**src/hw/rtl/assert_macros.svh**
```systemverilog
// Assertion macros shared by the RTL modules.
// Each expects a clock i_clk and an active-low reset i_rst_n in scope.
`ifndef ASSERT_MACROS_SVH
`define ASSERT_MACROS_SVH

// same-cycle implication
`define SPDI_ASSERT_IMPL(lbl, ante, cons, msg) \
    lbl: assert property (@(posedge i_clk) disable iff (!i_rst_n) (ante) |-> (cons)) \
        else $error(msg);

// next-cycle implication
`define SPDI_ASSERT_NEXT(lbl, ante, cons, msg) \
    lbl: assert property (@(posedge i_clk) disable iff (!i_rst_n) (ante) |=> (cons)) \
        else $error(msg);

`endif

```
**src/hw/rtl/spdi_pkg.sv**
```systemverilog
// Package for the SPD inverse block: widths, structs, triangle addressing, saturation.
// No dependencies.
`timescale 1ns / 1ps

package spdi_pkg;

    localparam int MAX_ORDER = 8;
    localparam int FRAC_BITS = 16;
    localparam int TRI_DEPTH = MAX_ORDER * (MAX_ORDER + 1) / 2;
    localparam int IDX_W     = 3;
    localparam int ADDR_W    = 6;
    localparam int SIZE_W    = 4;
    localparam int Q_W       = 32;
    localparam int PROD_W    = 2 * Q_W - FRAC_BITS;
    localparam int ACC_W     = PROD_W + 4;
    localparam int DVD_W     = Q_W + FRAC_BITS;
    localparam int CNT_W     = 6;

    localparam logic signed [Q_W-1:0] Q_MAX = {1'b0, {(Q_W-1){1'b1}}};
    localparam logic signed [Q_W-1:0] Q_MIN = {1'b1, {(Q_W-1){1'b0}}};
    localparam logic signed [Q_W-1:0] Q_ONE = Q_W'(1) << FRAC_BITS;

    localparam logic ACT_LOAD    = 1'b0;
    localparam logic ACT_COMPUTE = 1'b1;

    typedef struct packed {
        logic                  start;
        logic signed [Q_W-1:0] num;
        logic signed [Q_W-1:0] den;
    } t_div_req;

    typedef struct packed {
        logic                  done;
        logic                  sat;
        logic signed [Q_W-1:0] quo;
    } t_div_rsp;

    typedef struct packed {
        logic                  hit;
        logic signed [Q_W-1:0] val;
    } t_sat;

    // packed lower-triangle address of (r, c)
    function automatic logic [ADDR_W-1:0] tri_pos(input logic [IDX_W-1:0] r,
                                                   input logic [IDX_W-1:0] c);
        logic [ADDR_W-1:0] rr;
        logic [ADDR_W-1:0] prod;
        rr   = ADDR_W'(r);
        prod = ADDR_W'((rr * (rr + ADDR_W'(1))) >> 1);
        return prod + ADDR_W'(c);
    endfunction

    function automatic t_sat sat32(input logic signed [ACC_W-1:0] v);
        t_sat s;
        s.hit = 1'b0;
        s.val = v[Q_W-1:0];
        if (v > ACC_W'(Q_MAX)) begin
            s.hit = 1'b1;
            s.val = Q_MAX;
        end else if (v < ACC_W'(Q_MIN)) begin
            s.hit = 1'b1;
            s.val = Q_MIN;
        end
        return s;
    endfunction

endpackage

```
**src/hw/rtl/spdi_mul.sv**
```systemverilog
// Shared fixed-point multiplier: full signed product, floored shift, registered.
// Depends on spdi_pkg.
`timescale 1ns / 1ps

module spdi_mul import spdi_pkg::*; (
    input  logic                     i_clk,
    input  logic signed [Q_W-1:0]    i_a,
    input  logic signed [Q_W-1:0]    i_b,
    output logic signed [PROD_W-1:0] o_prod
);

    logic signed [2*Q_W-1:0] w_full;
    logic signed [PROD_W-1:0] r_prod;

    assign w_full = i_a * i_b;

    // dropping the low bits of a two's complement value floors it
    always_ff @(posedge i_clk) begin
        r_prod <= w_full[2*Q_W-1:FRAC_BITS];
    end

    assign o_prod = r_prod;

endmodule

```
**config.mk**
```make
export PLATFORM = sky130hd
export DESIGN_NAME = spdi_mul
export DESIGN_NICKNAME = d
export VERILOG_FILES = /design/src/hw/rtl/assert_macros.svh /design/src/hw/rtl/spdi_pkg.sv /design/src/hw/rtl/spdi_mul.sv
export SDC_FILE = /design/constraint.sdc
export NUM_CORES = 2
export LEC_CHECK = 0
export ABC_AREA = 0
export BUFFER_PORTS_ARGS = -buffer_cell sky130_fd_sc_hd__buf_2
export CAP_MARGIN = 30
export CORE_MARGIN = 2
export CORE_UTILIZATION = 40
export CTS_CLUSTER_DIAMETER = 120
export DETAILED_ROUTE_END_ITERATION = 7
export PLACE_DENSITY = 0.53
export SYNTH_ARGS = -nofsm -noshare
export SYNTH_HDL_FRONTEND = slang
export SYNTH_SLANG_ARGS = --single-unit
```
**constraint.sdc**
```tcl
create_clock -name i_clk -period 12.7 [get_ports i_clk]
set_clock_uncertainty 0.05 [all_clocks]
set_input_delay 2.54 -clock i_clk [delete_from_list [all_inputs] [get_ports i_clk]]
set_output_delay 2.54 -clock i_clk [all_outputs]
set_load 0.05 [all_outputs]
```
# Word-level counts from Yosys, hierarchy flattened
# Index checks and enable logic that the tools add are counted.
# classes
mul	1
# ops
op	count
$mul 32x32->64	1
# word_totals
ff_bits	48
input_bits	65
out_inout_bits	48
elab_cells	2

# Depth between registers and ports, before layout
# logic_depth
word_depth	1
mapped_depth	27
ltp_nobuf	26

# Worst setup path before layout
# Ideal clock, no wire load.
# synth_timing
path_type	input to register
from	in i_a[31]
to	reg r_prod[47] (netlist: o_prod[47])
setup_time_ns	0.121
arrival_time_ns	9.642
required_time_ns	12.529
slack_ns	2.887
stages	27
n_path_buf	1
cell_sequence	clkbuf_1 -> nand2_1 -> inv_1 -> fa_1 -> inv_1 -> fa_1 -> inv_1 -> fa_1 -> fa_1 -> inv_1 -> fa_1 -> inv_1 -> fa_1 -> inv_1 -> fa_1 -> inv_1 -> fa_1 -> ha_1 -> a21oi_1 -> o211a_1 -> o31ai_1 -> a221oi_1 -> a21oi_1 -> o21ai_0 -> o21ai_1 -> o41a_1 -> xnor2_1
# synth_via
elab_chain_cells	1
# synth_lines
item	line	text
start, declared	spdi_mul.sv:7	input logic signed [Q_W-1:0] i_a,
$mul 32x32->64	spdi_mul.sv:15	assign w_full = i_a * i_b;
net w_full[63]	spdi_mul.sv:12	logic signed [2*Q_W-1:0] w_full;
end signal, assigned	spdi_mul.sv:19	r_prod <= w_full[2*Q_W-1:FRAC_BITS];
end, declared	spdi_mul.sv:13	logic signed [PROD_W-1:0] r_prod;
# The timed path passes the listed nets, and every way through them passes these cells.

# Worst setup path in the final report
# layout_timing
from	in i_b[2]
to	reg r_prod[46] (netlist: o_prod[46])
# layout_via
elab_chain_cells	1
# layout_lines
item	line	text
start, declared	spdi_mul.sv:8	input logic signed [Q_W-1:0] i_b,
$mul 32x32->64	spdi_mul.sv:15	
net w_full[62]	spdi_mul.sv:12	
# The timed path passes the listed nets, and every way through them passes these cells.

==> reports/metrics.yaml <==
syn-cell-area_um2: 36500
dp_hpwl_mm: 84.1
synth_cells: 3820
place_congestion: 0.832
coreArea_um2: 90300
final_layout_size_suffix_gt1_share_pct: 4.17
worstSetupPathType: "in -> reg"
clock_sinks: 48
crit_buf_inv: 6
fin_nets: 5088
synth.area.top_cells: "fa_1 59%, inv_1 9.8%, and2_1 8.8%, ha_1 6.2%, nand2_1 5.3%"
syn_nets: 5146
antenna_left: 0
relSlewSlack_pct: 32.7
end_kind: "flop"
die_h_um: 306
grt_pass1_vias: 28100
num_rows: 110
muxShareOfSynthArea_pct: 0
root_buffer: "clkbuf_16"
synth_warnings: 0
cts_tree: "built"
period_needed_ns: 10.91
grt_antenna_before_repair: 6
dr_wl_met2_mm: 51.8
antenna_cells: 0
cts_buffer_depth: 2
met1_length_mm: 42.8
wl_met3_mm: 4.86
post_cts_buffers: 0
crit_slowest_cell: "fa_1"
io_pins: 113
synth_xor_area_share_pct: 1.51
cp.arrival_ns: 11.15
syn_area_per_cell_um2: 9.56
cpPeakStageDelay_ns: 1.04
drtIter0Drc: 1269
dieArea_um2: 93700
crit_path_start: "i_b[2]"
holdBufCountCts: 0
viasPerCell: 4.98
totalWireLength_mm: 103
rsz0062_at_grt: "false"
critPathTopFamily: "adder cells"
numPortBuffers: 112
via_count: 24600
cap_violations: 0
ys_ff_latch: 48
hold_start: "o_prod[1]$_DFF_P_"
crit_path_start_kind: "input pin"
worst_pin_slew_ns: 1.01
first_pass_iters: 6
synth_compound_area_share_pct: 2.82
die_w_um: 306
synth_edf_count: 0
tns_ns: 0
drc: 0
cpMostUsedCell: "fa_1"
synth_ff_type: "dfxtp_1"
synth_top_family_by_area: "adder cells"
cp_max_fo: 32
setup_viol: 0
start_util_pct: 40.4
holdCritPathClass: "reg -> out"
h-tree-depth: 2
path_clk_slew_ns: 0.09
avgRoutedWirePerCell_um: 20.8
final_hold_viol_count: 0
grt_pass1_wl_mm: 166
synth_top_area_share_pct: 59.3
drv_slew: 0
grt_max_degree: 33
syn2layout_area_growth_pct: 4.56
cts_buffers: 5
required_ns: 12.94
fin_crit_sh_pct: 85.9
cts_resized: 0
fmax_mhz: 91.6
seq_area_frac_synth_pct: 2.63
globalRouteOverflowTotal: 0
grt_use_total_pct: 23.4
synthSimpleGateAreaFrac_pct: 15.7
synth.distinct_cells: 54
largest_reg_flops: 48
async_flop_share_pct: 0
yosysTopAreaCell: "fa_1"
synthAdderAreaFrac_pct: 65.5
status: "finished clean"
top_layer: "met5"
## cells in the final DEF (no fill, tap or decap), types with 14 or more instances in the layout
cell type	netlist	final
and2_1	512	512
a21oi_1	48	48
nor2_1	46	46
ha_1	180	180
fa_1	1081	1081
nand2_1	513	513
inv_1	950	950
o21ai_0	26	26
xor2_1	23	23
a21o_1	21	21
buf_4	0	28
xnor2_1	40	40
buf_2	0	112
nand4_1	14	14
dfxtp_1	48	48
## layout make-up
type                       instances  area [um^2]
sequential                        48          961
timing repair buffer             140          771
multi-input combinational       2617        31200
tap                             1176         1470
clock buffer                       5          125
clock inverter                     3         68.8
inverter                         950         3570
fill                            9006        52100
## Yosys cell counts (all sizes together), types with 8 or more instances
cell type	number
a21o	21
fa	1081
o21ai	30
nand2	513
nand3	12
xnor2	40
nor2	46
ha	180
nand2b	12
inv	950
and2	513
a21oi	48
xor2	23
nand4	14
dfxtp	48
clkbuf	201
o21bai	8
## logic make-up (layout without fill, tap and decap cells)
kind of cell,after synthesis,in the layout
AOI/OAI and AO/OA,153,153
xor gates and xnor gates,63,63
adders and majority gates,1261,1261
buffers and inverters,1155,1098
DFF,48,48
and+or+nand+nor,1140,1140
## metal layers
metal	vias up	global-route usage, %
li1	10700	-
met1	13200	30.8
met2	606	40.7
met3	97	2.85
met4	8	6.52
met5	-	0
## stage by stage
step | area [um^2] | util (%) | setup WS, ns | cells | hold slack, ns
floorplan | 36500 | - | 2.89 | 3820 | 2.93
global placement | 38000 | 42.1 | 1.58 | 4931 | 2.96
detailed placement | 38000 | 42.1 | 1.46 | 4931 | 2.96
CTS | 38200 | 42.3 | 1.80 | 4939 | 3.38
global route | 38200 | 42.3 | 1.38 | 4939 | 3.38
finish | 38200 | 42.3 | 1.79 | 4939 | 3.36
## path summary, 6_finish.rpt
path / end / slack [ns] / cells past startpoint
setup / recovery: o_prod[46]$_DFF_P_ / 1.79 / 25
hold / removal: o_prod[1] / 3.36 / 1
Power is left out: the tool's default activity adds up to more than one toggle a clock period on the data nets, which glitch-free logic cannot reach.
