**config.mk**
```make
export PLATFORM = sky130hd
export DESIGN_NAME = spdi_div
export DESIGN_NICKNAME = d
export VERILOG_FILES = /design/src/hw/rtl/assert_macros.svh /design/src/hw/rtl/spdi_pkg.sv /design/src/hw/rtl/spdi_div.sv
export SDC_FILE = /design/constraint.sdc
export NUM_CORES = 1
export LEC_CHECK = 0
export BUFFER_PORTS_ARGS = -buffer_cell sky130_fd_sc_hd__buf_2
export CORE_MARGIN = 10
export CORE_UTILIZATION = 60
export CTS_BUF_LIST = sky130_fd_sc_hd__clkbuf_16
export CTS_CLUSTER_DIAMETER = 100
export DETAILED_ROUTE_END_ITERATION = 7
export PLACE_DENSITY = 0.88
export SYNTH_ARGS = -nofsm -noshare
export SYNTH_HDL_FRONTEND = slang
export SYNTH_SLANG_ARGS = --single-unit
```
**constraint.sdc**
```tcl
create_clock -name i_clk -period 7 [get_ports i_clk]
set_input_delay 0.35 -clock i_clk [delete_from_list [all_inputs] [get_ports i_clk]]
set_output_delay 0.35 -clock i_clk [all_outputs]
set_load 0.1 [all_outputs]
```
**src/hw/rtl/assert_macros.svh**
```systemverilog
// Assertion macros shared by the RTL modules.
// Each expects a clock i_clk and an active-low reset i_rst_n in scope.
`ifndef ASSERT_MACROS_SVH
`define ASSERT_MACROS_SVH

// same-cycle implication
`define SPDI_ASSERT_IMPL(lbl, ante, cons, msg) \
    lbl: assert property (@(posedge i_clk) disable iff (!i_rst_n) (ante) |-> (cons)) \
        else $error(msg);

// next-cycle implication
`define SPDI_ASSERT_NEXT(lbl, ante, cons, msg) \
    lbl: assert property (@(posedge i_clk) disable iff (!i_rst_n) (ante) |=> (cons)) \
        else $error(msg);

`endif

```
**src/hw/rtl/spdi_pkg.sv**
```systemverilog
// Package for the SPD inverse block: widths, structs, triangle addressing, saturation.
// No dependencies.
`timescale 1ns / 1ps

package spdi_pkg;

    localparam int MAX_ORDER = 8;
    localparam int FRAC_BITS = 16;
    localparam int TRI_DEPTH = MAX_ORDER * (MAX_ORDER + 1) / 2;
    localparam int IDX_W     = 3;
    localparam int ADDR_W    = 6;
    localparam int SIZE_W    = 4;
    localparam int Q_W       = 32;
    localparam int PROD_W    = 2 * Q_W - FRAC_BITS;
    localparam int ACC_W     = PROD_W + 4;
    localparam int DVD_W     = Q_W + FRAC_BITS;
    localparam int CNT_W     = 6;

    localparam logic signed [Q_W-1:0] Q_MAX = {1'b0, {(Q_W-1){1'b1}}};
    localparam logic signed [Q_W-1:0] Q_MIN = {1'b1, {(Q_W-1){1'b0}}};
    localparam logic signed [Q_W-1:0] Q_ONE = Q_W'(1) << FRAC_BITS;

    localparam logic ACT_LOAD    = 1'b0;
    localparam logic ACT_COMPUTE = 1'b1;

    typedef struct packed {
        logic                  start;
        logic signed [Q_W-1:0] num;
        logic signed [Q_W-1:0] den;
    } t_div_req;

    typedef struct packed {
        logic                  done;
        logic                  sat;
        logic signed [Q_W-1:0] quo;
    } t_div_rsp;

    typedef struct packed {
        logic                  hit;
        logic signed [Q_W-1:0] val;
    } t_sat;

    // packed lower-triangle address of (r, c)
    function automatic logic [ADDR_W-1:0] tri_pos(input logic [IDX_W-1:0] r,
                                                   input logic [IDX_W-1:0] c);
        logic [ADDR_W-1:0] rr;
        logic [ADDR_W-1:0] prod;
        rr   = ADDR_W'(r);
        prod = ADDR_W'((rr * (rr + ADDR_W'(1))) >> 1);
        return prod + ADDR_W'(c);
    endfunction

    function automatic t_sat sat32(input logic signed [ACC_W-1:0] v);
        t_sat s;
        s.hit = 1'b0;
        s.val = v[Q_W-1:0];
        if (v > ACC_W'(Q_MAX)) begin
            s.hit = 1'b1;
            s.val = Q_MAX;
        end else if (v < ACC_W'(Q_MIN)) begin
            s.hit = 1'b1;
            s.val = Q_MIN;
        end
        return s;
    endfunction

endpackage

```
**src/hw/rtl/spdi_div.sv**
```systemverilog
// Iterative fixed-point divider, one quotient bit per cycle, truncating, saturating.
// Depends on spdi_pkg.
`timescale 1ns / 1ps

module spdi_div import spdi_pkg::*; (
    input  logic     i_clk,
    input  logic     i_rst_n,
    input  t_div_req i_req,
    output t_div_rsp o_rsp
);

    localparam logic [1:0] D_IDLE = 2'd0;
    localparam logic [1:0] D_RUN  = 2'd1;
    localparam logic [1:0] D_FIN  = 2'd2;

    logic [1:0]       r_state;
    logic [CNT_W-1:0] r_cnt;
    logic [DVD_W-1:0] r_dvd;
    logic [Q_W-1:0]   r_rem;
    logic [Q_W-1:0]   r_dsr;
    logic             r_neg;
    t_div_rsp         r_rsp;

    logic [Q_W-1:0]   w_num_mag;
    logic [Q_W-1:0]   w_den_mag;
    logic [Q_W:0]     w_trial;
    logic             w_fit;

    assign w_num_mag = i_req.num[Q_W-1] ? Q_W'(-i_req.num) : i_req.num;
    assign w_den_mag = i_req.den[Q_W-1] ? Q_W'(-i_req.den) : i_req.den;
    assign w_trial   = {r_rem, r_dvd[DVD_W-1]};
    assign w_fit     = w_trial >= {1'b0, r_dsr};

    always_ff @(posedge i_clk) begin
        if (!i_rst_n) begin
            r_state    <= D_IDLE;
            r_rsp.done <= 1'b0;
        end else begin
            r_rsp.done <= 1'b0;
            case (r_state)
                D_IDLE: begin
                    if (i_req.start) begin
                        if (i_req.den == '0) begin
                            r_rsp.done <= 1'b1;
                            r_rsp.sat  <= 1'b1;
                            r_rsp.quo  <= i_req.num[Q_W-1] ? Q_MIN : Q_MAX;
                        end else begin
                            r_dvd   <= {w_num_mag, {FRAC_BITS{1'b0}}};
                            r_rem   <= '0;
                            r_dsr   <= w_den_mag;
                            r_neg   <= i_req.num[Q_W-1] ^ i_req.den[Q_W-1];
                            r_cnt   <= CNT_W'(DVD_W - 1);
                            r_state <= D_RUN;
                        end
                    end
                end
                D_RUN: begin
                    // shift the quotient bit in where the dividend bit left
                    r_rem <= w_fit ? Q_W'(w_trial - {1'b0, r_dsr}) : w_trial[Q_W-1:0];
                    r_dvd <= {r_dvd[DVD_W-2:0], w_fit};
                    if (r_cnt == '0) begin
                        r_state <= D_FIN;
                    end else begin
                        r_cnt <= r_cnt - CNT_W'(1);
                    end
                end
                D_FIN: begin
                    r_rsp.done <= 1'b1;
                    if (r_neg) begin
                        r_rsp.sat <= r_dvd > DVD_W'({1'b1, {(Q_W-1){1'b0}}});
                        r_rsp.quo <= (r_dvd > DVD_W'({1'b1, {(Q_W-1){1'b0}}}))
                                     ? Q_MIN : Q_W'(-r_dvd);
                    end else begin
                        r_rsp.sat <= r_dvd > DVD_W'(Q_MAX);
                        r_rsp.quo <= (r_dvd > DVD_W'(Q_MAX)) ? Q_MAX : r_dvd[Q_W-1:0];
                    end
                    r_state <= D_IDLE;
                end
                default: r_state <= D_IDLE;
            endcase
        end
    end

    assign o_rsp = r_rsp;

endmodule

```
* After elaboration in Yosys (flattened, before gate mapping)
Cells that the tools add are included.
Operators by class: add/subtract/negate cells 5, order comparisons 3, equal/unequal tests 7, multiplexer cells 24, bitwise operators 2, reduce and logical (&&, ||, !) cells 10
Operators by type and width (count):
- $mux 32 | 7
- $mux 48 | 2
- $neg 32->32 | 3
- $pmux 48 s2 | 1
- $mux 34 | 2
- $pmux 34 s2 | 1
- $pmux 32 s2 | 1
- $gt 48x31->1 const B | 1
- $gt 48x32->1 const B | 1
- $ge 33x32->1 | 1
- $mux 33 | 1
- $logic_not 32->1 | 1
- $sub 32x32->32 | 1
- $mux 31 | 1
- $mux 6 | 3
- $pmux 6 s2 | 1
- $reduce_and 4->1 | 3
- $ne 2x2->1 const B | 5
- $logic_not 6->1 | 1
- $mux 2 | 3
- $sub 6x1->6 const B | 1
- $reduce_and 5->1 | 1
- $pmux 2 s2 | 1
- $reduce_bool 2->1 | 2
- other kinds (6) | 6
Word-level totals: bits in registers 155, bits of input ports 67, output and inout port bits 34, logic and storage cells 61

* Longest topological paths before layout
word-level depth 5, depth in mapped cells 14, depth with buffers taken out 12

* Worst setup path after synthesis
OpenSTA, ideal clock, no wires.
kind input to register, start point in i_req[0] (netlist bit), end point reg r_cnt[0] (enable), library setup time 0.324 ns, arrival time 5.131 ns, path slack 1.544 ns, stages on the path 10, path through inv_1 ha_1 nand2_1 or4_1 nor2_1 nand2_1 or3_1 a21oi_1 nor2_1 and2_1
On the way: longest elaborated chain between the ends 3
RTL lines:
- start, declared | RTL line spdi_div.sv:8 | input t_div_req i_req,
- $logic_not 32->1 | RTL line spdi_div.sv:43 | if (i_req.den == '0) begin
- $ne 2x2->1 (no line)
- $reduce_and 5->1 (no line)
- end signal, assigned | RTL line spdi_div.sv:52 | r_cnt <= CNT_W'(DVD_W - 1);
- end signal, assigned | RTL line spdi_div.sv:64 | r_cnt <= r_cnt - CNT_W'(1);
- end, declared | RTL line spdi_div.sv:17 | logic [CNT_W-1:0] r_cnt;
No other way between the ends. A chain may end at the register's enable or synchronous reset.

* Worst setup path after layout
start point reg r_rem[11], end point reg r_rem[28] (data pin)
On the way: longest elaborated chain between the ends 3, elaborated cells between the ends (all ways) 4, those cells by class add/sub: 1; order compare: 1; mux: 2
RTL lines:
- start, declared | RTL line spdi_div.sv:19 | logic [Q_W-1:0] r_rem;
- start signal, assigned | RTL line spdi_div.sv:59 | r_rem <= w_fit ? Q_W'(w_trial - {1'b0, r_dsr}) : w_trial[Q_W-1:0];
- $sub 32x32->32 or $ge 33x32->1 (tied branches) | RTL line spdi_div.sv:59, spdi_div.sv:32
- $mux 32 * | RTL line spdi_div.sv:59
- $pmux 32 s2 * | RTL line spdi_div.sv:40 | case (r_state)
Every way passes the cells marked *; elsewhere a longest branch is shown, timed or not.

==> metrics <==
sequential share of the synthesized area 46.7%; nets@finish 1,212; DRC 0; vias per cell between 6 and 7; Rows 46; worst-path cell chain ha_1, nand2_1, o21ai_0, a21oi_1, o211ai_1, a211oi_2, a21oi_1, a221o_2, nand2_1, o22ai_1; Final period util roughly 55%; FF-to-FF path depth 10; layout cells sized above 1 14.2%; initial antenna violation count 1; Synth Register Bits ~160; Synth Area in Simple Gates 17.1%; setup slack, reg-to-reg 3.12 ns; FILL cells 1,137; minimum clock period 3.88 ns; WL/cell around 17 um; prevailing post-synth register cell edfxtp_1; FF-to-FF Start r_rem[11]; complex-gate fraction of the synthesized area around 17%; Post CTS Setup Buffer Count 0; Synth async-reset ratio 0%; root buf cell clkbuf_16; vias in the first global route 7,881; port bufs 100; Remaining Overflow, GRT 0; hold_buf cts 0; peak supply drop 151 uV; Critical Path AT 4.13 ns; Worst Max-Slew Pin Slew about 1.1 ns; hold wc startpoint i_req[0]; leakage around 4.3 nW; Post-Synth Adder-Cell Area between 4 and 5%; max-cap violations 0; Critical Path Fanout Max 39; num ports just over 100; Reg clk slew, reported paths 0.06 ns; Worst Path Required ~7.3 ns; CP Launch Type register; GPL Wtd Cong ~0.9; setup_tns 0 ns; Starting Density ~60%; syn nets approximately 1,100; Die Ht ~150 um; status finished, final reports clean; Buf/Inv on CP 0; Post-Syn Instances roughly 1,000; area grow syn2layout 12.4%; TritonCTS clock tree yes; largest family of logic cells by synthesized area simple AND/OR/NAND/NOR gates; post-synthesis mux area share roughly 2.4%; Vias around 8,000; worst hold path type input port to register; DRT Pass-1 Iters 5; Worst Hold End r_dsr[0]; total power approximately 2.5 mW; setup violators final 0; Power Dens Cells around 220 mW/mm^2; total CTS buffers 17; drt first-iter violations 833; skew final 0.00871 ns; Peak Freq approximately 0.26 GHz; DP HPWL ~16,000 um; Global Route Usage Sum 20.1%; Synth Area in XOR/XNOR a little over 8%; Yosys cell types 64; Max stage delay on crit path approximately 0.93 ns; RSZ-0062 raised after global routing no; Rel. slew slack ~30%; most frequent cells in the layout 152 x edfxtp_1, 112 x nand2_1, 100 x buf_2, 94 x o21ai_0, 85 x nor2_1; hold depth 1; first-pass GRT wire length between 30,000 and 40,000 um; delay-heaviest family, CP compound AO/OA/AOI/OAI gates; post-CTS sizing 0; antenna violation net count after detailed routing 0; commonest non-fill, non-tap cell in the layout edfxtp_1; Crit Reg-Reg Endpoint r_rem[28]; Clock Latency Late Sink between 0.4 and 0.5 ns; Final Hold Viols 0; die area 0.0220 sq mm; Syn Std Cell Area 0.00990 sq mm; Worst Setup End Kind register; CP max-delay cell a221o_2; Synth Area per Inst slightly below 10 sq um; CTS Buffer Depth 2; htree depth 4; area of the core 0.0161 sq mm; max-slew violations 0; YS warnings 0; Setup Crit Path Kind register to register; largest net degree at the start of global routing 62; Post-synth EDFFs around 150; CTS Sinks 155; chip width ~150 um; DRT Wirelength 22,700 um
## synth_stat cells, drive strengths merged (3+ instances only)
| cell | n | area share [%] |
|---|---|---|
| or4 | 9 | 0.72 |
| a211oi | 8 | 0.66 |
| xnor2 | 54 | 4.8 |
| nor3b | 7 | 0.53 |
| nand4 | 9 | 0.57 |
| buf | 11 | 0.62 |
| a31oi | 8 | 0.51 |
| o31ai | 23 | 1.7 |
| nor2 | 87 | 3.3 |
| o41ai | 10 | 0.88 |
| nand2b | 11 | 0.70 |
| a21o | 8 | 0.61 |
| a21oi | 59 | 3.0 |
| ha | 37 | 4.7 |
| o31a | 3 | 0.27 |
| o21bai | 3 | 0.23 |
| nor2b | 7 | 0.44 |
| dfxtp | 3 | 0.61 |
| xor2 | 39 | 3.4 |
| edfxtp | 152 | 46 |
| nor4 | 15 | 0.95 |
| o22ai | 18 | 1.1 |
| inv | 53 | 2.0 |
| nand3 | 21 | 1.1 |
| o21a | 6 | 0.45 |
| o21ai | 104 | 5.3 |
| clkbuf | 38 | 1.4 |
| mux2i | 24 | 2.4 |
| nand2 | 112 | 4.2 |
| a31o | 3 | 0.27 |
| o211ai | 3 | 0.23 |
| nor3 | 19 | 1.1 |
| or2 | 9 | 0.59 |
| or3 | 9 | 0.57 |
| and3 | 4 | 0.25 |
| and2 | 18 | 1.1 |
## metal layers
metal  track usage (%)  vias to the layer above  routed length (um)
met5                 0                        -                   0
met4              8.52                        0                 723
met3              3.85                       59                1330
met2              34.9                      316               11300
met1              23.7                     3839                9270
li1                  -                     3933                   -
## how the worst max path moves through the flow
stage	end	slack (ns)	cells past startpoint	from
after detailed placement	r_cnt[1]	3.03	11	i_req[7]
after floorplan	r_cnt[0]	1.54	10	i_req[0]
after CTS	r_rem[22]	3.20	10	r_rem[9]
final	r_rem[28]	3.12	10	r_rem[11]
after global routing	r_rem[28]	2.79	10	r_rem[10]
after global placement	r_cnt[4]	3.16	11	i_req[7]
## report_power, final
group | internal, mW | switching (mW) | total, mW | leakage [nW]
logic | 0.173 | 0.254 | 0.427 | 2.56
clock network | 0.553 | 0.362 | 0.915 | 0.285
registers | 1.08 | 0.0380 | 1.12 | 1.49
## kinds of logic after synthesis
kind of cell | after synthesis
compound gates | 271
mux | 24
xor+xnor | 93
flops | 155
simple gates | 347
fa+ha+maj | 38
buf+inv | 102
## per-stage QoR
step | setup slack [ns] | hold slack, ns | instances | util, % | area, sq um
after CTS | 3.20 | 0.114 | 1334 | 69.3 | 11100
after detailed placement | 3.03 | 0.550 | 1304 | 65.7 | 10500
final | 3.12 | 0.119 | 1336 | 69.3 | 11100
after floorplan | 1.54 | 0.449 | 1030 | - | 9900
after global placement | 3.16 | 0.536 | 1304 | 65.7 | 10500
after global routing | 2.79 | 0.119 | 1336 | 69.3 | 11100
## area by class of cell
class / instances / area [sq um] / area share [%]
multi-input cells: 773 / 4900 / 44.0
clock buffers: 17 / 425 / 3.82
clock inverters: 13 / 156 / 1.40
flip-flops and latches: 155 / 4620 / 41.5
inverters: 53 / 199 / 1.79
repair buffers: 107 / 553 / 4.97
well taps: 216 / 270 / 2.43
diodes: 2 / 5.00 / 0.0449
## sequential cells by signal, indices dropped and copies added, names as in the netlist
| register | count |
|---|---|
| r_cnt | 6 |
| r_neg | 1 |
| r_dvd | 48 |
| r_dsr | 32 |
| r_state | 2 |
| r_rem | 32 |
| o_rsp | 34 |
No activity file was read; power rests on OpenSTA's default activity.
